File: config.mk
export PLATFORM = sky130hd
export DESIGN_NAME = skp_front_flat
export DESIGN_NICKNAME = d
export VERILOG_FILES = /design/src/rtl/skp_pkg.sv /design/src/rtl/skp_in_if.sv /design/src/rtl/skp_front.sv /design/src/flat_wrapper.sv
export SDC_FILE = /design/constraint.sdc
export NUM_CORES = 1
export LEC_CHECK = 0
export BUFFER_PORTS_ARGS = -buffer_cell sky130_fd_sc_hd__buf_2
export CAP_MARGIN = 20
export CORE_MARGIN = 8
export CORE_UTILIZATION = 57
export CTS_BUF_LIST = sky130_fd_sc_hd__clkbuf_2
export CTS_CLUSTER_DIAMETER = 120
export CTS_CLUSTER_SIZE = 14
export DETAILED_ROUTE_END_ITERATION = 16
export PLACE_DENSITY = 0.81
export SYNTH_ARGS = -nofsm -noshare
export SYNTH_HDL_FRONTEND = slang
export SYNTH_SLANG_ARGS = --single-unit
export TNS_END_PERCENT = 30
File: constraint.sdc
create_clock -name clk -period 3.4 [get_ports clk]
set_input_delay 0.85 -clock clk [delete_from_list [all_inputs] [get_ports clk]]
set_output_delay 0.85 -clock clk [all_outputs]
set_load 0.005 [all_outputs]
File: src/rtl/skp_pkg.sv
// shared types and constants of the sparse coo kronecker product unit
`timescale 1ns / 1ps
`default_nettype none

package skp_pkg;

    // default parameter values
    localparam int DEF_RIGHT_DEPTH = 64;
    localparam int DEF_VALUE_BITS  = 16;
    localparam int MAX_VALUE_BITS  = 32;

    // fixed field widths
    localparam int COORD_W   = 16;
    localparam int INDEX_W   = 32;
    localparam int PRODUCT_W = 32;
    localparam int CFG_W     = 16;
    localparam int CFG_IDX_W = 1;

    // input item modes
    localparam logic MODE_LOAD = 1'b0;
    localparam logic MODE_LEFT = 1'b1;

    // configuration register indexes
    typedef enum logic [CFG_IDX_W-1:0] {
        CFG_RIGHT_ROWS = 1'b0,
        CFG_RIGHT_COLS = 1'b1
    } cfg_reg_e;

    // command passed from the front end to the back end
    typedef struct packed {
        logic                      is_left;
        logic [MAX_VALUE_BITS-1:0] value;
        logic [COORD_W-1:0]        row;
        logic [COORD_W-1:0]        col;
        logic [INDEX_W-1:0]        row_base;
        logic [INDEX_W-1:0]        col_base;
        logic                      new_set;
        logic                      is_final;
    } cmd_t;

endpackage

`default_nettype wire

File: src/rtl/skp_in_if.sv
// input item channel of the kronecker product unit
`timescale 1ns / 1ps
`default_nettype none

interface skp_in_if #(
    parameter int VALUE_BITS = 16
);
    logic                         valid;
    logic                         ready;
    logic                         mode;
    logic signed [VALUE_BITS-1:0] entry_value;
    logic [15:0]                  entry_row;
    logic [15:0]                  entry_col;
    logic                         new_set;
    logic                         final_entry;

    modport source (
        output valid, mode, entry_value, entry_row, entry_col, new_set, final_entry,
        input  ready
    );

    modport sink (
        input  valid, mode, entry_value, entry_row, entry_col, new_set, final_entry,
        output ready
    );
endinterface

`default_nettype wire

File: src/rtl/skp_front.sv
// front end: accepts input items and precomputes the scaled left indices
`timescale 1ns / 1ps
`default_nettype none

module skp_front
    import skp_pkg::*;
(
    input  wire logic               clk,
    input  wire logic               rst_n,
    skp_in_if.sink                  in_ch,
    input  wire logic [CFG_W-1:0]   right_rows,
    input  wire logic [CFG_W-1:0]   right_cols,
    output logic                    cmd_valid,
    input  wire logic               cmd_ready,
    output cmd_t                    cmd
);

    logic f_valid_reg;
    logic f_valid_next;
    cmd_t f_cmd_reg;
    cmd_t f_cmd_next;
    logic accept;

    // stage is free when empty or draining into the queue
    assign in_ch.ready = !f_valid_reg || cmd_ready;
    assign accept      = in_ch.valid && in_ch.ready;
    assign cmd_valid   = f_valid_reg;
    assign cmd         = f_cmd_reg;

    // classify the item and scale the left coordinates
    always_comb
    begin
        f_cmd_next.is_left  = (in_ch.mode == MODE_LEFT);
        f_cmd_next.value    = MAX_VALUE_BITS'(in_ch.entry_value);
        f_cmd_next.row      = in_ch.entry_row;
        f_cmd_next.col      = in_ch.entry_col;
        f_cmd_next.row_base = INDEX_W'(in_ch.entry_row) * INDEX_W'(right_rows);
        f_cmd_next.col_base = INDEX_W'(in_ch.entry_col) * INDEX_W'(right_cols);
        f_cmd_next.new_set  = in_ch.new_set;
        f_cmd_next.is_final = in_ch.final_entry;
    end

    // stage occupancy
    always_comb
    begin
        priority if (accept)
            f_valid_next = 1'b1;
        else if (cmd_ready)
            f_valid_next = 1'b0;
        else
            f_valid_next = f_valid_reg;
    end

    always_ff @(posedge clk or negedge rst_n)
    begin
        if (!rst_n)
            f_valid_reg <= 1'b0;
        else
            f_valid_reg <= f_valid_next;
    end

    // command payload
    always_ff @(posedge clk)
    begin
        if (accept)
            f_cmd_reg <= f_cmd_next;
    end

endmodule

`default_nettype wire

File: src/flat_wrapper.sv
// flat-port wrapper written by rule: the top's interface ports become plain ports
module skp_front_flat import skp_pkg::*;
  (clk, rst_n, right_rows, right_cols, cmd_valid, cmd_ready, cmd, in_ch_valid, in_ch_mode, in_ch_entry_value, in_ch_entry_row, in_ch_entry_col, in_ch_new_set, in_ch_final_entry, in_ch_ready);
  skp_in_if in_ch_i ();
  input  wire logic clk;
  input  wire logic rst_n;
  input  wire logic [CFG_W-1:0] right_rows;
  input  wire logic [CFG_W-1:0] right_cols;
  output logic cmd_valid;
  input  wire logic cmd_ready;
  output cmd_t cmd;
  input wire logic [$bits(in_ch_i.valid)-1:0] in_ch_valid;
  input wire logic [$bits(in_ch_i.mode)-1:0] in_ch_mode;
  input wire logic [$bits(in_ch_i.entry_value)-1:0] in_ch_entry_value;
  input wire logic [$bits(in_ch_i.entry_row)-1:0] in_ch_entry_row;
  input wire logic [$bits(in_ch_i.entry_col)-1:0] in_ch_entry_col;
  input wire logic [$bits(in_ch_i.new_set)-1:0] in_ch_new_set;
  input wire logic [$bits(in_ch_i.final_entry)-1:0] in_ch_final_entry;
  output wire logic [$bits(in_ch_i.ready)-1:0] in_ch_ready;
  assign in_ch_i.valid = in_ch_valid;
  assign in_ch_i.mode = in_ch_mode;
  assign in_ch_i.entry_value = in_ch_entry_value;
  assign in_ch_i.entry_row = in_ch_entry_row;
  assign in_ch_i.entry_col = in_ch_entry_col;
  assign in_ch_i.new_set = in_ch_new_set;
  assign in_ch_i.final_entry = in_ch_final_entry;
  assign in_ch_ready = in_ch_i.ready;
  skp_front u_core (.clk(clk), .rst_n(rst_n), .in_ch(in_ch_i), .right_rows(right_rows), .right_cols(right_cols), .cmd_valid(cmd_valid), .cmd_ready(cmd_ready), .cmd(cmd));
endmodule
# Yosys cells after proc, flatten, opt, wreduce, memory -nomap -nowiden
# Cells that the tools add are included.
[totals]
reg_bits = 116
word_cells = 17
[classes]
mul = 2
mux = 2
reduce_logical = 4
[ops]
columns = ["operator", "n"]
rows = [
  ["$mul A16 B16 Y32", 2],
  ["$mux W1", 2],
  ["$reduce_bool A2 Y1", 1],
  ["$logic_and A1 B1 Y1", 1],
  ["$logic_not A1 Y1", 1],
  ["$logic_or A1 B1 Y1", 1],
]

# Logic depth before layout (Yosys ltp)
[logic_depth]
ltp_word = 4
mapped_depth = 22

# Least setup slack after synthesis
# OpenSTA, ideal clock, no wires.
[synth_timing]
kind = "input -> register"
from = "in in_ch_entry_row[10]"
to = "reg u_core.f_cmd_reg, in the netlist u_core.cmd[63], data pin"
setup_ps = 260
arrival_time_ps = 5968
slack_ps = -2827
path_stages = 19
cell_sequence = "clkbuf_1 > nand2_1 > fa_1 > fa_1 > fa_1 > fa_1 > inv_1 > fa_1 > inv_1 > fa_1 > inv_1 > ha_1 > and4_1 > and2_4 > a221oi_2 > o31ai_4 > a31oi_4 > o21ai_2 > xor2_1"
[synth_rtl]
columns = ["item", "line", "text"]
rows = [
  ["start, declared", "flat_wrapper.sv:15", "input wire logic [$bits(in_ch_i.entry_row)-1:0] in_ch_entry_row;"],
  ["end signal, assigned", "skp_front.sv:66", "f_cmd_reg <= f_cmd_next;"],
  ["end, declared", "skp_front.sv:20", "cmd_t f_cmd_reg;"],
]

==> results by group <==
Timing
  – Final Hold Fails: 0
  – Achievable Freq: 0.191 GHz
  – Worst slew margin: 0.565
  – Setup ws final: -1.84 ns
  – Total negative slack: -76.04 ns
  – Fin. max-slew vios: 0
  – Clock Skews: 0.0541 ns
  – # setup viols final: 52
  – Tcrit/Tclk final: 1.54
  – RSZ-0062 raised after global routing: true
  – Min cycle time layout: 5.24 ns
  – Worst slew pin tran: 0.652 ns

Setup path
  – Worst setup SP type: input port
  – Kind of critical path: input port to flip-flop
  – Cell mode on critical path: fa_1
  – Worst Path Required: 4.00 ns
  – Slowest CP cell: fa_1
  – Crit-path cells: buf_2, and2_1, fa_1, fa_1, fa_2, fa_1, fa_1, inv_1, fa_1, inv_1, ha_4, a21o_1, a21o_1, a21oi_2, o211ai_1, a21oi_2, o31ai_4, xor2_1
  – Crit path max fanout: 5
  – Crit path DAT: 5.84 ns
  – CP max stage delay: 0.59 ns
  – Worst Setup End Kind: flip-flop

Clocking
  – CTS tree: yes
  – Clock buffer depth: 2
  – Clock-pin slew on the worst setup and hold paths: 0.26 ns
  – # clock sinks: 116
  – H-tree depth: 4
  – Root buffer cell: clkbuf_2
  – Clock latency on the worst-skew pair: 0.85 ns
  – CTS buffer count: 17

Finish
  – Proportion of layout cells with a drive suffix above 1: 0.328
  – Area growth syn-to-layout: 29.4%
  – Nets: 3295
  – Fin util: 0.741

Drt
  – Initial DRC count: 1301
  – Top layer in use: met4
  – DR DRC count: 0
  – Metal3 WL: 4830 um
  – Via count: 17000
  – Wire length per cell: 18.9 um
  – Met2 Wirelength: 29200 um
  – Met1 WL: 22000 um
  – Routed Antenna Nets: 0
  – Post-Route WL: 58500 um
  – Via density: 5.49
  – Drt first pass iters: 5

Floorplan
  – Total Die Area: 42700 um^2
  – Num ports: 220
  – Core footprint: 36200 um^2
  – Die H: 207 um
  – Initial Utilization: 0.572
  – Rows: 70
  – Chip width: 207 um

Logic synthesis
  – Synth async-reset ratio: 0.00862
  – Post-Syn Area: 20700 um^2
  – #FFs+latches synth: 116
  – Synthesized Nets: 2795
  – Avg Cell Area, Syn: 9.80 um^2
  – Cells after Synth: 2112
  – Post-synth EDFFs: 115
  – Yosys warns: 0
  – Sequential cell area fraction in the yosys report: 0.168
  – Netlist cell types: 59
  – Top_reg_cell synth: edfxtp_1

Place
  – Final HPWL DP: 45300 um
  – Final GP Congestion: 0.926
  – Port bufs: 219

Global route
  – GRT overflow: 0
  – Initial antenna violation count: 1
  – Total GRT Usage: 0.280
  – First-pass GRT wire length: 93400 um
  – Vias in the first global route: 19000
  – Largest net degree at the start of global routing: 42

Job
  – MaxCap Viol Count: 0

Status
  – Outcome: finished, violations left
  – Failing checks: negative setup slack

Worst hold path
  – Hold Path Class: input port to flip-flop
-- placed cells by master (no fill, tap or decap), drive strengths merged, types with 2 or more instances in the layout --
cell      netlist  routed
a2111oi         2       2
a211oi          7       7
a21o           16      16
a21oi          66      66
a221oi          3       3
a311oi          2       2
a31oi           5       5
and2          252     252
and3            2       2
buf            17     569
bufinv          0       2
clkbuf         75      20
clkinv          0       6
clkinvlp        0       2
edfxtp        115     115
fa            388     388
ha            208     208
inv           447     452
nand2         313     313
nand2b          5       5
nand3          15      15
nand4          11      11
nor2           24      24
nor2b           7       7
nor3            5       5
o211ai          6       6
o21a            4       4
o21ai          36      36
o21bai          4       4
o221ai          2       2
o31ai           5       5
xnor2          34      34
xor2           23      23
-- cell usage after synthesis (15+ instances only) --
library cell / n / area share
a21o_1: 16 / 0.0058
a21oi_1: 64 / 0.015
and2_1: 251 / 0.076
buf_4: 16 / 0.0058
clkbuf_1: 73 / 0.013
edfxtp_1: 115 / 0.17
fa_1: 388 / 0.38
ha_1: 208 / 0.13
inv_1: 447 / 0.081
nand2_1: 313 / 0.057
nand3_1: 15 / 0.0036
nor2_1: 23 / 0.0042
o21ai_0: 26 / 0.0063
xnor2_1: 34 / 0.014
xor2_1: 23 / 0.0097
-- worst paths after layout --
check                                              from                           end  slack [ns]  cells after the start
max                                      right_rows[13]      u_core.cmd[59]$_DFFE_PP_       -1.84                     18
min                                  in_ch_entry_col[7]      u_core.cmd[73]$_DFFE_PP_        0.21                      1
max reg2reg                u_core.cmd_valid$_DFFE_PN0P_       u_core.cmd[5]$_DFFE_PP_        1.65                      3
min reg2reg                u_core.cmd_valid$_DFFE_PN0P_  u_core.cmd_valid$_DFFE_PN0P_        0.57                      2
max in group asynchronous                         rst_n  u_core.cmd_valid$_DFFE_PN0P_        2.99                      2
min in group asynchronous                         rst_n  u_core.cmd_valid$_DFFE_PN0P_        0.33                      2
-- per-layer routing --
layer  vias to the layer above  GRT usage
li1                       7431          -
met5                         -          0
met1                      8527      0.342
met2                       809      0.479
met3                       219     0.0546
met4                         0      0.126
-- state kept, by name, summed over array words and instances, names as in the netlist --
name / cells
u_core.cmd: 115
u_core.cmd_valid: 1
-- what timing repair did --
item | 4_1_cts | 5_1_grt
hold buffers | 1 | 0
gates resized for setup | 232 | 74
hold endpoints to repair | 1 | 0
cloned | 0 | 2
setup endpoints to repair | 52 | 52
setup buffers | 27 | 9
pin swaps | 128 | 71
-- worst max-delay path, delay by kind of cell --
kind | cells | cell delay [ns]
fa+ha+maj | 7 | 3.28
compound gates | 6 | 1.06
buf+inv | 3 | 0.27
simple gates | 1 | 0.19
xor+xnor | 1 | 0.17
-- cell type report --
type,count,area (um^2)
repair buffers,573,4370
flip-flops and latches,116,3480
clock inverters,15,154
inverters,447,1680
clock buffers,17,85.1
well taps,468,586
fillers,2353,9380
multi-input cells,1457,16400
diodes,1,2.50
-- through the flow --
| step | setup WS [ns] | hold slack [ns] | instances | instance area (um^2) |
|---|---|---|---|---|
| 3_3_place_gp | -2.83 | 0.507 | 3027 | 25100 |
| 5_1_grt | -1.94 | 0.124 | 3094 | 26800 |
| 4_1_cts | -1.78 | 0.140 | 3087 | 26400 |
| 6_report | -1.84 | 0.209 | 3094 | 26800 |
| 3_5_place_dp | -2.86 | 0.544 | 3027 | 25100 |
| 2_1_floorplan | -2.44 | 0.537 | 2112 | 21800 |
-- kinds of logic (layout without fill, tap and decap cells) --
family,after synthesis,in the layout,share of synthesized area
xor+xnor,57,57,0.0241
simple gates,638,638,0.151
buf+inv,539,1052,0.101
flops,116,116,0.168
fa+ha+maj,596,596,0.501
compound gates,166,166,0.0543
other cells,0,1,0
Power is not shown: default switching activity piles up to over one toggle a cycle in this logic, so the estimate is an artifact.
