$ cat config.mk
export PLATFORM = sky130hd
export DESIGN_NAME = skp_queue
export DESIGN_NICKNAME = d
export VERILOG_FILES = /design/src/rtl/skp_pkg.sv /design/src/rtl/skp_queue.sv
export SDC_FILE = /design/constraint.sdc
export NUM_CORES = 1
export LEC_CHECK = 0
export BUFFER_PORTS_ARGS = -buffer_cell sky130_fd_sc_hd__buf_2
export CAP_MARGIN = 5
export CORE_MARGIN = 1
export CORE_UTILIZATION = 35
export CTS_CLUSTER_SIZE = 28
export DETAILED_ROUTE_END_ITERATION = 10
export MAX_ROUTING_LAYER = met4
export PLACE_DENSITY = 0.69
export SLEW_MARGIN = 20
export SYNTH_ARGS = -nofsm -noshare
export SYNTH_HDL_FRONTEND = slang
export SYNTH_SLANG_ARGS = --single-unit
export TNS_END_PERCENT = 100
$ cat constraint.sdc
create_clock -name clk -period 7 [get_ports clk]
set_input_delay 0.7 -clock clk [delete_from_list [all_inputs] [get_ports clk]]
set_output_delay 0.7 -clock clk [all_outputs]
set_load 0.05 [all_outputs]
$ cat src/rtl/skp_pkg.sv
// shared types and constants of the sparse coo kronecker product unit
`timescale 1ns / 1ps
`default_nettype none

package skp_pkg;

    // default parameter values
    localparam int DEF_RIGHT_DEPTH = 64;
    localparam int DEF_VALUE_BITS  = 16;
    localparam int MAX_VALUE_BITS  = 32;

    // fixed field widths
    localparam int COORD_W   = 16;
    localparam int INDEX_W   = 32;
    localparam int PRODUCT_W = 32;
    localparam int CFG_W     = 16;
    localparam int CFG_IDX_W = 1;

    // input item modes
    localparam logic MODE_LOAD = 1'b0;
    localparam logic MODE_LEFT = 1'b1;

    // configuration register indexes
    typedef enum logic [CFG_IDX_W-1:0] {
        CFG_RIGHT_ROWS = 1'b0,
        CFG_RIGHT_COLS = 1'b1
    } cfg_reg_e;

    // command passed from the front end to the back end
    typedef struct packed {
        logic                      is_left;
        logic [MAX_VALUE_BITS-1:0] value;
        logic [COORD_W-1:0]        row;
        logic [COORD_W-1:0]        col;
        logic [INDEX_W-1:0]        row_base;
        logic [INDEX_W-1:0]        col_base;
        logic                      new_set;
        logic                      is_final;
    } cmd_t;

endpackage

`default_nettype wire

$ cat src/rtl/skp_queue.sv
// two-entry command queue between front end and back end
`timescale 1ns / 1ps
`default_nettype none

module skp_queue
    import skp_pkg::*;
(
    input  wire logic clk,
    input  wire logic rst_n,
    input  wire logic wr_valid,
    output logic      wr_ready,
    input  wire cmd_t wr_cmd,
    output logic      rd_valid,
    input  wire logic rd_ready,
    output cmd_t      rd_cmd
);

    cmd_t       slot_reg [2];
    logic       wr_ptr_reg;
    logic       rd_ptr_reg;
    logic [1:0] fill_reg;
    logic [1:0] fill_next;
    logic       push;
    logic       pop;

    assign wr_ready = (fill_reg != 2'd2);
    assign rd_valid = (fill_reg != 2'd0);
    assign rd_cmd   = slot_reg[rd_ptr_reg];
    assign push     = wr_valid && wr_ready;
    assign pop      = rd_valid && rd_ready;

    // occupancy count
    always_comb
    begin
        unique case ({push, pop})
            2'b10:   fill_next = fill_reg + 2'd1;
            2'b01:   fill_next = fill_reg - 2'd1;
            default: fill_next = fill_reg;
        endcase
    end

    always_ff @(posedge clk or negedge rst_n)
    begin
        if (!rst_n)
        begin
            wr_ptr_reg <= 1'b0;
            rd_ptr_reg <= 1'b0;
            fill_reg   <= 2'd0;
        end
        else
        begin
            fill_reg <= fill_next;
            if (push)
                wr_ptr_reg <= !wr_ptr_reg;
            if (pop)
                rd_ptr_reg <= !rd_ptr_reg;
        end
    end

    // slot storage
    always_ff @(posedge clk)
    begin
        if (push)
            slot_reg[wr_ptr_reg] <= wr_cmd;
    end

endmodule

`default_nettype wire

* After elaboration in Yosys (flattened, before gate mapping) *
Memories as Yosys holds them, arrays and structs flattened.
Index checks and enable logic that the tools add are counted.
Widths: inputs -> output; s select.

operators by class
  $add $sub $neg = 2
  equality and inequality tests = 3
  muxes and demuxes = 3
  reductions and logical operators = 6

operators by type and width
  operator             count
  $pmux 2 s2           1
  $reduce_bool 2->1    2
  $add 2x1->2 const B  1
  $eq 2x1->1 const B   1
  $eq 2x2->1 const B   1
  $logic_and 1x1->1    2
  $logic_not 1->1      2
  $mux 1               2
  $ne 2x2->1 const B   1
  $sub 2x1->2 const B  1

word-level totals
  bits in registers = 4
  memory bits (writable) = 262
  input bits = 135
  output and inout port bits = 133
  word-level logic and storage cells = 18
  memories = 1

memory list
  memory    words  width  read ports  clocked after Yosys merged registers in  write ports  line             source
  slot_reg  2      131    1           0                                        1            skp_queue.sv:18  cmd_t slot_reg [2];

* Logic depth before layout (Yosys ltp) *
Gate-level depths: netlist of the first run.

  depth after elaboration = 4
  mapped depth = 6
  mapped depth without buffers = 6

* Worst setup path after synthesis of the first run *
No wires, ideal clock.

  path type = register to register
  start point = register fill_reg[0]
  end point = memory slot_reg[0][0] (netlist name), enable pin
  setup time = 0.623 ns
  data arrival time = 6.522 ns
  data required time = 6.377 ns
  slack = -0.146 ns
  stages on the path, launching flop included = 4
  path buffers = 0
  clock period less this slack = 7.146 ns
  cells stage by stage = dfrtp_1 -> nand2b_1 -> nand2_1 -> nor2_1

between the ends
  cells in the longest elaborated chain, start to end = 4

ends and longest elaborated chain
  item                          line             source
  start: declaration            skp_queue.sv:21  logic [1:0] fill_reg;
  start signal: assignment      skp_queue.sv:52  fill_reg <= fill_next;
  $ne 2x2->1                    skp_queue.sv:26  assign wr_ready = (fill_reg != 2'd2);
  net wr_ready                  skp_queue.sv:11  output logic wr_ready,
  $logic_and 1x1->1             skp_queue.sv:29  assign push = wr_valid && wr_ready;
  $mux 1                        skp_queue.sv:63  if (push)
  $mux 1 (implied by the code)  skp_queue.sv:64  slot_reg[wr_ptr_reg] <= wr_cmd;
  end: declaration              skp_queue.sv:18

The timed path passes the listed nets, and every way through them passes these cells.

==> run metrics, run 1 <==
I/O Pins 268; Final Net Count 848; slowest CP cell dfrtp_4; share of cells above drive strength 1 60.2%; post-synthesis sequential area ratio 79.9%; grt total ovfl 0; Tmin final 3.84 ns; fin area 0.0124 mm2; CTS tree done; fin worst setup slack 3.16 ns; vias in the first global route 4903; multi-input logic area 0.00188 mm2; Fillers 2484; post-synthesis area per instance 23.5 um2; global-route wire length before repair 26400 um; dpl hpwl 12100 um; min-delay src wr_cmd[49]; total CTS buffers 27; Worst Path Max Fanout 64; RSZ-0062 raised after global routing false; CTS clk-pin slew, worst paths 0.06 ns; VDD IR max 268 uV; CP top delay family flip-flops; Vias 4844; Worst Setup End Kind output pin; CP startpoint rd_ptr_reg; GRT Total Usage 12.2%; post_cts resized 0; post-route setup TNS 0 ns; dpl cells 1060; Slew headroom 32.6%; Core ar. 0.0279 mm2; CP Data Required Time 6.30 ns; worst-path cell chain buf_4, mux2_2, buf_2; WL final 18400 um; fin cells 1103; clock skew 0.0136 ns; worst slew pin tran 1.01 ns; Place WS 3.65 ns; Hold Crit Class input pin to register; Avg WL per Cell 16.7 um; Placer Congestion 0.708; synthesized area 0.00998 mm2; Max Slew Vio Count 0; max incr delay on CP 1.08 ns; Startpoint Class register; Area Overhead vs Synth 24.7%; largest net degree at the start of global routing 71; Max-cap violations 0; Max Root-Sink Buffers 3; yosys warns 0; Crit Path Class register to output pin; row count 61; P_leak 0.00481 uW; Die W 171 um; power per cell area 496 mW/mm2; worst r2r src fill_reg[0]; Critical path buffers and inverters 2; first-pass iteration count of the detailed router 4; full die area 0.0292 mm2; post-CTS setup buffer count 0; Worst-Skew Late Latency 0.52 ns; Placement Cell Area 0.0117 mm2; post-synthesis cell type count 16; H-tree levels 1; PnR Total Power 6170 uW; post-synthesis cell count 425; clock sink total 266; status completed; PortBufs 267; Largest register FFs 262; Sequential cell area 0.00797 mm2; Max Clock Freq 260 MHz; Final Cycle Share 54.9%; DRT iter0 DRCs 183; # DRC 0; Arrival @ worst endpoint 3.14 ns; ANT nets after route 0; Final Hold Fails 0; antenna violations before repair 2; Root Driver clkbuf_16; initial cell density of the core 35.7%; Yosys reg bits 266; setup violators final 0; Syn Nets 561; Die Y 171 um; vias per inst 4.39
-- cell usage after synthesis --
library cell	count	area, um2
buf_6	9	101
xnor2_1	3	26.3
ha_1	1	12.5
edfxtp_1	262	7870
nand2_1	1	3.75
buf_8	1	15.0
dfrtp_1	4	100
xor2_1	2	17.5
mux2_4	80	1200
and2_1	1	6.26
or2_2	1	6.26
buf_2	5	25.0
nand2b_1	1	6.26
mux2_2	51	574
nor2_1	2	7.51
and3_1	1	6.26
-- cell usage in the layout (no fill, tap or decap), drive strengths merged --
cell         synthesis  final
buf                 15    272
edfxtp             262    262
mux2               131    131
clkbuf               0     32
clkinv               0      8
dfrtp                4      4
xnor2                3      3
diode                0      2
xor2                 2      2
nor2                 2      2
nand2b               1      1
nand2                1      1
or2                  1      1
and2                 1      1
and3                 1      1
ha                   1      1
dlygate4sd3          0      1
-- routing by layer --
layer | up-vias | track usage, % | part of all wire [%]
met1 | 2385 | 14.1 | 40
met3 | 23 | 3.45 | 7.4
met5 | - | - | 0
met2 | 172 | 20.9 | 51
met4 | 0 | 2.91 | 1.5
li1 | 2264 | - | -
-- power by group --
group	total (uW)	switching (uW)	internal, uW
registers	2350	165	2180
clock network	1230	535	690
logic	2600	1810	784
total	6170	2510	3660
-- logic make-up (layout without fill, tap and decap cells) --
logic type	count (synthesis)	in the layout	share of synthesized area, %
fa+ha+maj	1	1	0.125
buf+inv	15	313	1.42
xor+xnor	5	5	0.439
simple gates	7	7	0.364
other cells	0	2	0
flops	266	266	79.9
mux	131	131	17.8
-- worst paths after layout --
check | end | slack (ns) | depth (start not counted)
worst max-delay path | rd_cmd[124] | 3.16 | 3
worst min-delay path | slot_reg[0][49] | 0.36 | 1
worst max register to register | slot_reg[1][89] | 4.31 | 3
worst min register to register | fill_reg[1] | 0.50 | 1
max in group asynchronous | rd_ptr_reg | 6.33 | 2
min in group asynchronous | wr_ptr_reg | 0.54 | 2
-- stage by stage --
step,util (%),hold WS [ns]
global placement,41.9,0.492
finish,44.5,0.359
detailed placement,41.9,0.493
CTS,44.5,0.333
floorplan,-,0.404
global route,44.5,0.336
-- cell type report --
type / count / area share, %
timing repair buffer: 273 / 11.1
clock inverter: 8 / 0.251
clock buffer: 32 / 5.58
multi-input combinational: 144 / 15.1
tap: 378 / 3.80
antenna: 2 / 0.0402
sequential: 266 / 64.1
-- what timing repair did --
item | in CTS | in global routing
hold buffers | 1 | 0
hold endpoints to repair | 4 | 0
endpoints found under the setup margin | 0 | 0
Power figures use the tool's default switching activity.
==> run 2, diff against run 1 <==
Settings changed: PLACE_DENSITY 0.69 to 0.67.
Clock period 7 ns to 3.9 ns, I/O delays scaled along.
==> run 2 against run 1 <==
- total power is 91% higher
- die area stayed put
- via count is 8.0% higher
- critical path depth stayed put
- critical endpoint is now rd_cmd[93]
- register-to-register slack worse by 2.6 ns
- flip-flop and latch count stayed put
- worst hold slack worse by 0.32 ns
- setup slack worse by 1.7 ns
- global-route usage is 1.2 points higher
- count of clock-buffer cells in the layout is 2 higher
==> run metrics, run 2 (synthesis gave the netlist of run 1 again) <==
CP top delay family buffers and inverters; clock sink total 266; ANT nets after route 0; row count 61; Max Clock Freq 406 MHz; Critical path buffers and inverters 2; worst slew pin tran 0.823 ns; grt total ovfl 0; Largest register FFs 262; post_cts resized 0; Die W 171 um; largest net degree at the start of global routing 132; Hold Crit Class input pin to register; global-route wire length before repair 29200 um; vias in the first global route 5535; most frequent cells in the layout buf_2 (267), edfxtp_1 (262), mux2_4 (80); CP Data Required Time 3.51 ns; Final Hold Fails 0; Final Cycle Share 63.1%; Final Net Count 920; Fillers 2380; VDD IR max 694 uV; post-route setup TNS 0 ns; clock skew 0.0241 ns; antenna violations before repair 1; CTS tree done; # DRC 0; slowest CP cell dfrtp_4; dpl hpwl 11800 um; Max Slew Vio Count 0; DRT iter0 DRCs 214; Worst Path Max Fanout 70; GRT Total Usage 13.4%; met2 wire len 9830 um; M1 wire length 8070 um; RSZ-0062 raised after global routing false; power per cell area 876 mW/mm2; Die Y 171 um; WL met3 1470 um; I/O Pins 268; full die area 0.0292 mm2; Avg WL per Cell 16.8 um; final core occ 48.1%; setup violators final 0; Max Root-Sink Buffers 3; share of cells above drive strength 1 55.8%; vias per inst 4.41; Arrival @ worst endpoint 2.07 ns; initial cell density of the core 35.7%; first-pass iteration count of the detailed router 4; PortBufs 267; status completed; Placer Congestion 0.708; CTS clk-pin slew, worst paths 0.06 ns; Worst Setup End Kind output pin; H-tree levels 1; Tmin final 2.46 ns; Root Driver clkbuf_16; worst-path cell chain buf_12, mux2_4, buf_2; Crit Path Class register to output pin; max incr delay on CP 0.44 ns; Vias 5231; Worst-Skew Late Latency 0.55 ns; leading cell type in the layout, fill and taps excluded buf_2; total CTS buffers 30; Area Overhead vs Synth 34.7%; Startpoint Class register; max layer used met4; P_leak 0.00523 uW; Slew headroom 45.1%; Max-cap violations 0; WL final 20000 um; Core ar. 0.0279 mm2
==> run 2: cell count changes in the layout (fill, tap and decap cells not counted), sizes merged <==
cell	change
bufinv	+4
clkbuf	+2
clkinv	+5
clkinvlp	+2
diode	-1
dlygate4sd3	+69
inv	+1
==> run 2: layout make-up <==
| type | instances | area, um2 | share of cell area, % |
|---|---|---|---|
| Sequential cell | 266 | 7970 | 59.3 |
| Multi-Input combinational cell | 144 | 1880 | 14.0 |
| Tap cell | 378 | 473 | 3.52 |
| Clock buffer | 34 | 766 | 5.70 |
| Clock inverter | 20 | 219 | 1.63 |
| Timing Repair Buffer | 342 | 2120 | 15.8 |
| Antenna cell | 1 | 2.50 | 0.0186 |
==> run 2: power by group <==
group	internal, uW	switching, uW
Sequential	3920	158
Combinational	1490	3440
Clock	1670	1100
==> run 2: worst register-to-register path: cells and delay by family (launching register included) <==
kind,cells,cell delay (ns)
buffers and inverters,1,0.46
flip-flops,1,0.40
AND/OR/NAND/NOR,2,0.87
==> run 2: what timing repair did <==
item / CTS / global route
hold buffers: 70 / 0
endpoints found under the hold margin: 138 / 0
setup buffers: 0 / 0
==> run 2: worst paths after layout <==
kind                             start               to  slack (ns)  depth (start not counted)
min in group asynchronous        rst_n      fill_reg[0]        0.19                          2
hold reg to reg            fill_reg[1]      fill_reg[1]        0.50                          1
setup reg to reg           fill_reg[0]  slot_reg[1][81]        1.75                          3
hold / removal              wr_cmd[62]  slot_reg[0][62]        0.04                          1
max in group asynchronous        rst_n       rd_ptr_reg        3.56                          2
setup / recovery            rd_ptr_reg       rd_cmd[93]        1.44                          3
==> run 2: metrics by stage <==
step	hold slack (ns)	setup slack (ns)	area, um2	cells	total power, uW
final	0.0389	1.44	13400	1185	11800
after global routing	0.00747	1.38	13400	1185	12200
after CTS	0.00391	1.38	13400	1184	11900
after detailed placement	0.204	1.78	11700	1060	9050
after global placement	0.201	1.77	11700	1060	9010
after floorplan	0.0944	0.417	9990	425	8120
==> run 2: layer usage <==
metal	global-route usage, %	vias up
li1	-	2414
met1	15.1	2576
met2	23.0	202
met3	3.54	39
met4	4.39	0
met5	-	-
