### src/rtl/skp_pkg.sv
// shared types and constants of the sparse coo kronecker product unit
`timescale 1ns / 1ps
`default_nettype none

package skp_pkg;

    // default parameter values
    localparam int DEF_RIGHT_DEPTH = 64;
    localparam int DEF_VALUE_BITS  = 16;
    localparam int MAX_VALUE_BITS  = 32;

    // fixed field widths
    localparam int COORD_W   = 16;
    localparam int INDEX_W   = 32;
    localparam int PRODUCT_W = 32;
    localparam int CFG_W     = 16;
    localparam int CFG_IDX_W = 1;

    // input item modes
    localparam logic MODE_LOAD = 1'b0;
    localparam logic MODE_LEFT = 1'b1;

    // configuration register indexes
    typedef enum logic [CFG_IDX_W-1:0] {
        CFG_RIGHT_ROWS = 1'b0,
        CFG_RIGHT_COLS = 1'b1
    } cfg_reg_e;

    // command passed from the front end to the back end
    typedef struct packed {
        logic                      is_left;
        logic [MAX_VALUE_BITS-1:0] value;
        logic [COORD_W-1:0]        row;
        logic [COORD_W-1:0]        col;
        logic [INDEX_W-1:0]        row_base;
        logic [INDEX_W-1:0]        col_base;
        logic                      new_set;
        logic                      is_final;
    } cmd_t;

endpackage

`default_nettype wire

### src/rtl/skp_out_if.sv
// result item channel of the kronecker product unit
`timescale 1ns / 1ps
`default_nettype none

interface skp_out_if;
    logic               valid;
    logic               ready;
    logic signed [31:0] product_value;
    logic [31:0]        out_row_index;
    logic [31:0]        out_col_index;
    logic               run_last;
    logic               product_last;

    modport source (
        output valid, product_value, out_row_index, out_col_index, run_last, product_last,
        input  ready
    );

    modport sink (
        input  valid, product_value, out_row_index, out_col_index, run_last, product_last,
        output ready
    );
endinterface

`default_nettype wire

### src/rtl/skp_back.sv
// back end: right operand store and the per-entry product sequencer
`timescale 1ns / 1ps
`default_nettype none

module skp_back
    import skp_pkg::*;
#(
    parameter int RIGHT_DEPTH = DEF_RIGHT_DEPTH,
    parameter int VALUE_BITS  = DEF_VALUE_BITS
)
(
    input  wire logic clk,
    input  wire logic rst_n,
    input  wire logic cmd_valid,
    output logic      cmd_ready,
    input  wire cmd_t cmd,
    skp_out_if.source out_ch
);

    localparam int IDX_W   = (RIGHT_DEPTH > 1) ? $clog2(RIGHT_DEPTH) : 1;
    localparam int CNT_W   = $clog2(RIGHT_DEPTH + 1);
    localparam int ENTRY_W = VALUE_BITS + 2 * COORD_W;
    localparam int PROD_W  = 2 * VALUE_BITS;

    // right operand store
    logic [ENTRY_W-1:0] store_mem [RIGHT_DEPTH];
    logic [ENTRY_W-1:0] rd_data_reg;

    logic [CNT_W-1:0] count_reg;
    logic [CNT_W-1:0] count_next;
    logic [IDX_W-1:0] k_reg;
    logic [IDX_W-1:0] k_next;
    logic [CNT_W-1:0] cnt_eff;
    logic             mem_we;
    logic             issue;
    logic             issue_last;
    logic             adv;

    // read stage
    logic                         s1_valid_reg;
    logic signed [VALUE_BITS-1:0] s1_lv_reg;
    logic [INDEX_W-1:0]           s1_row_base_reg;
    logic [INDEX_W-1:0]           s1_col_base_reg;
    logic                         s1_last_reg;
    logic                         s1_final_reg;

    // output register
    logic                         out_valid_reg;
    logic signed [PRODUCT_W-1:0]  out_prod_reg;
    logic [INDEX_W-1:0]           out_row_reg;
    logic [INDEX_W-1:0]           out_col_reg;
    logic                         out_run_last_reg;
    logic                         out_prod_last_reg;

    logic signed [VALUE_BITS-1:0] rv;
    logic [COORD_W-1:0]           rrow;
    logic [COORD_W-1:0]           rcol;
    logic signed [PROD_W-1:0]     prod;

    // whole pipeline moves when the output slot frees up
    assign adv        = !out_valid_reg || out_ch.ready;
    assign cnt_eff    = cmd.new_set ? '0 : count_reg;
    assign issue_last = ((CNT_W'(k_reg) + CNT_W'(1)) == count_reg);

    // command sequencing while the output can advance: a load writes the store, a left entry one read per stored entry
    always_comb
    begin
        count_next = count_reg;
        k_next     = k_reg;
        cmd_ready  = 1'b0;
        mem_we     = 1'b0;
        issue      = 1'b0;
        priority if (!(adv && cmd_valid))
        begin
            cmd_ready = 1'b0;
        end
        else if (!cmd.is_left)
        begin
            cmd_ready  = 1'b1;
            mem_we     = (cnt_eff < CNT_W'(RIGHT_DEPTH));
            count_next = mem_we ? (cnt_eff + CNT_W'(1)) : cnt_eff;
        end
        else if (count_reg == '0)
        begin
            cmd_ready = 1'b1;
        end
        else
        begin
            issue = 1'b1;
            if (issue_last)
            begin
                cmd_ready = 1'b1;
                k_next    = '0;
            end
            else
            begin
                k_next = k_reg + IDX_W'(1);
            end
        end
    end

    always_ff @(posedge clk or negedge rst_n)
    begin
        if (!rst_n)
        begin
            count_reg     <= '0;
            k_reg         <= '0;
            s1_valid_reg  <= 1'b0;
            out_valid_reg <= 1'b0;
        end
        else
        begin
            count_reg <= count_next;
            k_reg     <= k_next;
            if (adv)
            begin
                s1_valid_reg  <= issue;
                out_valid_reg <= s1_valid_reg;
            end
        end
    end

    // store write and registered read
    always_ff @(posedge clk)
    begin
        if (mem_we)
            store_mem[cnt_eff[IDX_W-1:0]] <= {cmd.value[VALUE_BITS-1:0], cmd.row, cmd.col};
        if (adv)
            rd_data_reg <= store_mem[k_reg];
    end

    // read stage payload
    always_ff @(posedge clk)
    begin
        if (adv)
        begin
            s1_lv_reg       <= cmd.value[VALUE_BITS-1:0];
            s1_row_base_reg <= cmd.row_base;
            s1_col_base_reg <= cmd.col_base;
            s1_last_reg     <= issue_last;
            s1_final_reg    <= cmd.is_final;
        end
    end

    // product and index adds into the output register
    assign rv   = rd_data_reg[ENTRY_W-1 -: VALUE_BITS];
    assign rrow = rd_data_reg[2*COORD_W-1 -: COORD_W];
    assign rcol = rd_data_reg[COORD_W-1:0];
    assign prod = s1_lv_reg * rv;

    always_ff @(posedge clk)
    begin
        if (adv)
        begin
            out_prod_reg      <= PRODUCT_W'(prod);
            out_row_reg       <= INDEX_W'(s1_row_base_reg + INDEX_W'(rrow));
            out_col_reg       <= INDEX_W'(s1_col_base_reg + INDEX_W'(rcol));
            out_run_last_reg  <= s1_last_reg;
            out_prod_last_reg <= s1_last_reg && s1_final_reg;
        end
    end

    assign out_ch.valid         = out_valid_reg;
    assign out_ch.product_value = out_prod_reg;
    assign out_ch.out_row_index = out_row_reg;
    assign out_ch.out_col_index = out_col_reg;
    assign out_ch.run_last      = out_run_last_reg;
    assign out_ch.product_last  = out_prod_last_reg;

endmodule

`default_nettype wire

### src/flat_wrapper.sv
// flat-port wrapper written by rule: the top's interface ports become plain ports
module skp_back_flat import skp_pkg::*;
#(
    parameter int RIGHT_DEPTH = DEF_RIGHT_DEPTH,
    parameter int VALUE_BITS  = DEF_VALUE_BITS
)
  (clk, rst_n, cmd_valid, cmd_ready, cmd, out_ch_valid, out_ch_product_value, out_ch_out_row_index, out_ch_out_col_index, out_ch_run_last, out_ch_product_last, out_ch_ready);
  skp_out_if out_ch_i ();
  input  wire logic clk;
  input  wire logic rst_n;
  input  wire logic cmd_valid;
  output logic cmd_ready;
  input  wire cmd_t cmd;
  output wire logic [$bits(out_ch_i.valid)-1:0] out_ch_valid;
  output wire logic [$bits(out_ch_i.product_value)-1:0] out_ch_product_value;
  output wire logic [$bits(out_ch_i.out_row_index)-1:0] out_ch_out_row_index;
  output wire logic [$bits(out_ch_i.out_col_index)-1:0] out_ch_out_col_index;
  output wire logic [$bits(out_ch_i.run_last)-1:0] out_ch_run_last;
  output wire logic [$bits(out_ch_i.product_last)-1:0] out_ch_product_last;
  input wire logic [$bits(out_ch_i.ready)-1:0] out_ch_ready;
  assign out_ch_valid = out_ch_i.valid;
  assign out_ch_product_value = out_ch_i.product_value;
  assign out_ch_out_row_index = out_ch_i.out_row_index;
  assign out_ch_out_col_index = out_ch_i.out_col_index;
  assign out_ch_run_last = out_ch_i.run_last;
  assign out_ch_product_last = out_ch_i.product_last;
  assign out_ch_i.ready = out_ch_ready;
  skp_back #(.RIGHT_DEPTH(RIGHT_DEPTH), .VALUE_BITS(VALUE_BITS)) u_core (.clk(clk), .rst_n(rst_n), .cmd_valid(cmd_valid), .cmd_ready(cmd_ready), .cmd(cmd), .out_ch(out_ch_i));
endmodule
### config.mk
export PLATFORM = sky130hd
export DESIGN_NAME = skp_back_flat
export DESIGN_NICKNAME = d
export VERILOG_FILES = /design/src/rtl/skp_pkg.sv /design/src/rtl/skp_out_if.sv /design/src/rtl/skp_back.sv /design/src/flat_wrapper.sv
export SDC_FILE = /design/constraint.sdc
export NUM_CORES = 2
export LEC_CHECK = 0
export BUFFER_PORTS_ARGS = -buffer_cell sky130_fd_sc_hd__buf_2
export CAP_MARGIN = 20
export CELL_PAD_IN_SITES_DETAIL_PLACEMENT = 0
export CELL_PAD_IN_SITES_GLOBAL_PLACEMENT = 1
export CORE_ASPECT_RATIO = 0.9
export CORE_MARGIN = 4
export CORE_UTILIZATION = 40
export CTS_CLUSTER_SIZE = 24
export DETAILED_ROUTE_END_ITERATION = 10
export PLACE_DENSITY = 0.64
export RECOVER_POWER = 50
export SYNTH_ARGS = -nofsm -noshare
export SYNTH_HDL_FRONTEND = slang
export SYNTH_SLANG_ARGS = --single-unit
### constraint.sdc
create_clock -name clk -period 18.39 [get_ports clk]
set_input_delay 1.839 -clock clk [delete_from_list [all_inputs] [get_ports clk]]
set_output_delay 1.839 -clock clk [all_outputs]
set_load 0.01 [all_outputs]
After elaboration in Yosys (flattened, before gate mapping)
Memories as Yosys holds them, arrays and structs flattened. A register that Yosys moved wholly into a read port is not among the register bits.
Cells that the tools add are included.
W data, S select, Z words.
- register bits after elaboration: 195
- latch bits: 0
- memory bits (writable): 3072
- bits in read-only memories: 0
- bits of input ports: 135
- output and inout bits: 100
- memories: 1
- memories (name ; words ; bits a word ; rd ports ; clocked after memory_dff ; write ports ; line ; RTL):
    u_core.store_mem ; 64 ; 48 ; 1 ; 1 ; 1 ; skp_back.sv:26 ; logic [ENTRY_W-1:0] store_mem [RIGHT_DEPTH];
- add/sub/neg operators: 5
- $mul: 1
- divide/modulo/power cells: 0
- order comparisons: 1
- equal/unequal tests: 1
- shifts and indexed selects: 0
- mux-type cells: 14
- bitwise operators: 2
- reduce and logical (&&, ||, !) cells: 7
- operators by type and width (operator ; number):
    $add A32 B16 Y32 ; 2
    $mul A16 B16 Y32 ; 1
    $mux W7 ; 2
    $mux W1 ; 11
    $add A6 B1 Y7 const B ; 1
    $add A7 B1 Y7 const B ; 1
    $eq A7 B7 Y1 ; 1
    $logic_not A7 Y1 ; 1
    $lt A7 B7 Y1 const B ; 1
    $add A6 B1 Y6 const B ; 1
    $mux W6 ; 1
    $reduce_and A3 Y1 ; 1
    $logic_and A1 B1 Y1 ; 2
    $not A1 Y1 ; 2
    $reduce_and A2 Y1 ; 1
    $logic_not A1 Y1 ; 1
    $logic_or A1 B1 Y1 ; 1

Depth between registers and ports, before layout
- depth after elaboration: 6
- mapped depth: 25

Worst setup path after synthesis
No wires, ideal clock.
- path kind: input-to-reg
- start: input port out_ch_ready
- end: memory u_core.store_mem[3][0] in the netlist's numbering, enable pin
- arrival: 12.295 ns
- data required time: 17.877 ns
- slack: 5.582 ns
- stages on the path: 6
- buffers on the path: 2
- cell sequence: nand2b_1 > nand2_1 > or2_2 > clkbuf_1 > clkbuf_1 > nor3_1
- word-level cells in the longest chain between the ends: 5
- RTL lines (item ; line ; RTL):
    start, declared ; flat_wrapper.sv:20 ; input wire logic [$bits(out_ch_i.ready)-1:0] out_ch_ready;
    $logic_or A1 B1 Y1 ; skp_back.sv:61 ; assign adv = !out_valid_reg || out_ch.ready;
    $logic_and A1 B1 Y1 ; skp_back.sv:73 ; priority if (!(adv && cmd_valid))
    $mux W1 ; skp_back.sv:73 ;
    $mux W1 ; skp_back.sv:126 ; if (mem_we)
    $mux W1 (implied by the code) ; skp_back.sv:127 ; store_mem[cnt_eff[IDX_W-1:0]] <= {cmd.value[VALUE_BITS-1:0], cmd.row, cmd.col};
    end, declared ; skp_back.sv:26 ;
Every way passes these cells.

Worst setup path in the final report
- start: input port out_ch_ready
- end: register u_core.out_row_reg[1] (netlist: u_core.out_ch.out_row_index[1]), enable pin
- word-level cells in the longest chain between the ends: 1
- RTL lines (item ; line ; RTL):
    $logic_or A1 B1 Y1 ; skp_back.sv:61 ;
    end signal, assigned ; skp_back.sv:156 ; out_row_reg <= INDEX_W'(s1_row_base_reg + INDEX_W'(rrow));
    end, declared ; skp_back.sv:50 ; logic [INDEX_W-1:0] out_row_reg;
Every way passes these cells.
A chain may end at the register's enable or synchronous reset.

==> impl_metrics.env <==
export IMPL_drc=0
export IMPL_rr_startpoint="u_core.s1_lv_reg[13]"
export IMPL_synthesis_area_um2=136000
export IMPL_die_x_um=623
export IMPL_grt_overflow_total=0
export IMPL_yosysSeqAreaShare=0.732
export IMPL_cts_tree="built"
export IMPL_min_delay_start="u_core.s1_valid_reg"
export IMPL_path_cells="buf_2 > nand2b_1 > clkbuf_1 > clkbuf_1"
export IMPL_core_area_um2=337000
export IMPL_critPathMostFrequentCell="clkbuf_1"
export IMPL_syn_inst=6117
export IMPL_antenna_found_initial=17
export IMPL_start_util=0.403
export IMPL_drive_above_1_share=0.270
export IMPL_worstSetupPathType="input pin to flop"
export IMPL_hpwl_mm=195
export IMPL_postSynth_asyncResetShare=0.00452
export IMPL_die_area_um2=349000
export IMPL_endpoint="u_core.out_ch.out_row_index[1]"
export IMPL_r2r_slack_ps=11230
export IMPL_rsz0062_at_grt="false"
export IMPL_violations="max-capacitance violations, max-slew violations"
export IMPL_synth_most_common_cell="edfxtp_1"
export IMPL_portBuffers=218
export IMPL_rr_endpoint="u_core.out_ch.product_value[30]"
export IMPL_cp_end_kind="flop"
export IMPL_clock_sinks=3315
export IMPL_period_needed_ps=7300
export IMPL_post_dp_cell_area_um2=143000
export IMPL_cts_resized=0
export IMPL_timing_fmax_ghz=0.137
export IMPL_areaGrowthSynthToFinish_pct=13.4
export IMPL_synthTopCellsByArea="edfxtp_1 (73%), mux4_2 (17%), fa_1 (3.9%)"
export IMPL_clk_latency_ps=940
export IMPL_fin_hold_ws_ps=441
export IMPL_gp_congestion=0.766
export IMPL_track_usage=0.203
export IMPL_cp_slowest_stage_delay_ps=3020
export IMPL_fin_util=0.457
export IMPL_path_max_fanout=64
export IMPL_ys_seq_elements=3315
export IMPL_rr_worst_depth=20
export IMPL_cts_path_max_buffers=4
export IMPL_synth_edf_count=3300
export IMPL_period_share=0.397
export IMPL_ioPinCount=235
export IMPL_fin_skew_ps=76.8
export IMPL_cp_slowest_cell="clkbuf_1"
export IMPL_ant_nets=0
export IMPL_yosysWarnings=0
export IMPL_num_rows=202
export IMPL_cts_max_level=5
export IMPL_clk_pin_slew_ps=60
export IMPL_wirelength_mm=358
export IMPL_hold_path_class="flop to flop"
export IMPL_post_cts_setup_buffers=0
export IMPL_outcome="finished, violations left"
export IMPL_finalSetupViolCount=0
export IMPL_synth_nets=6632
export IMPL_maxCapViolCount=50
export IMPL_largest_reg_flops=3072
export IMPL_nets=7077
export IMPL_synthTopCellsByCount="edfxtp_1 (3300), mux4_2 (1008), inv_1 (316), fa_1 (264), clkbuf_1 (174)"
export IMPL_synth_cell_types=55
export IMPL_yosys_area_top_type_share=0.729
export IMPL_die_h_um=561
export IMPL_finalSetupTns_ps=0
export IMPL_cp_required_ps=18850
export IMPL_cts_made_buffers=345
export IMPL_tightest_slew_ps=4280
export IMPL_first_pass_iters=6
export IMPL_grt_max_degree=147
export IMPL_grt_pass1_wl_mm=508
export IMPL_fillers=28132
export IMPL_crit_arrival_ps=7760
export IMPL_slew_headroom=-1.86
export IMPL_clock_root_buffer="clkbuf_16"
export IMPL_synth_ff_type="edfxtp_1"
export IMPL_synth_area_per_cell_um2=22.2
export IMPL_slew_violations=3075
export IMPL_final_cell_area_um2=154000
export IMPL_yosys_area_top_type="edfxtp_1"
export IMPL_vias_per_cell=5.72
export IMPL_route_vias_total=64715
export IMPL_cts_hold_buf=0
export IMPL_startpoint="out_ch_ready"
export IMPL_drt_iter0_drc=7955
export IMPL_crit_path_start_kind="input pin"
export IMPL_hold_viol=0
export IMPL_grt_pass1_vias=66372
export IMPL_wl_per_cell_um=31.7
-- critical path, delay by kind of cell --
family | cells | cell delay, ps
AND/OR/NAND/NOR | 1 | 410
buffers and inverters | 3 | 5350
-- cell families after synthesis --
group / Yosys count / synth area share
DFF: 3315 / 0.732
buffers and inverters: 593 / 0.0174
muxes: 1013 / 0.167
and+or+nand+nor: 539 / 0.0194
xor gates and xnor gates: 91 / 0.00586
adders and majority gates: 380 / 0.0495
AOI/OAI and AO/OA: 186 / 0.00890
-- per-layer routing --
metal	vias to the layer above	wire [µm]	GRT usage
met5	-	49	0
met4	8	11100	0.0595
met3	586	24800	0.0310
met2	2645	174000	0.329
met1	35508	149000	0.286
li1	25968	-	-
-- stage by stage --
stage	instances	worst slack, ps
global route	11318	10620
finish	11320	11090
global placement	10686	11130
detailed placement	10686	11140
CTS	11299	11140
floorplan	6117	5580
-- worst min-delay path by stage --
stage / slack, ps / cells after the start / endpoint
6_report: 440 / 2 / u_core.out_ch.valid
4_1_cts: 450 / 2 / u_core.out_ch.valid
2_1_floorplan: 410 / 2 / u_core.out_ch.valid
3_5_place_dp: 430 / 2 / u_core.out_ch.valid
5_1_grt: 490 / 2 / u_core.out_ch.valid
3_3_place_gp: 440 / 2 / u_core.out_ch.valid
-- layout by cell type (no fill, tap or decap), types with 17 or more instances in the layout --
cell,instances
a21oi_1,50
bufinv_16,29
nand3_1,36
xnor2_1,69
o21ai_0,44
and2_1,114
ha_1,116
clkbuf_1,163
buf_4,127
clkbuf_16,348
a21o_1,17
inv_1,316
nor2_4,59
edfxtp_1,3300
nand2_1,162
nor2_1,60
xor2_1,22
clkinv_2,53
buf_2,146
mux4_2,1008
fa_1,264
clkinv_1,70
-- cell type report --
class | instances | area [µm²] | area share
multi-input combinational | 2209 | 34600 | 0.224
tap | 4488 | 5620 | 0.0364
timing repair buffer | 375 | 2260 | 0.0147
clock buffer | 420 | 8980 | 0.0583
inverter | 316 | 1190 | 0.00770
antenna | 4 | 10.0 | 0.0000649
clock inverter | 193 | 1990 | 0.0129
sequential | 3315 | 99500 | 0.645
Power is left out: the tool's default activity adds up to more than one toggle a clock period on the data nets, which glitch-free logic cannot reach.
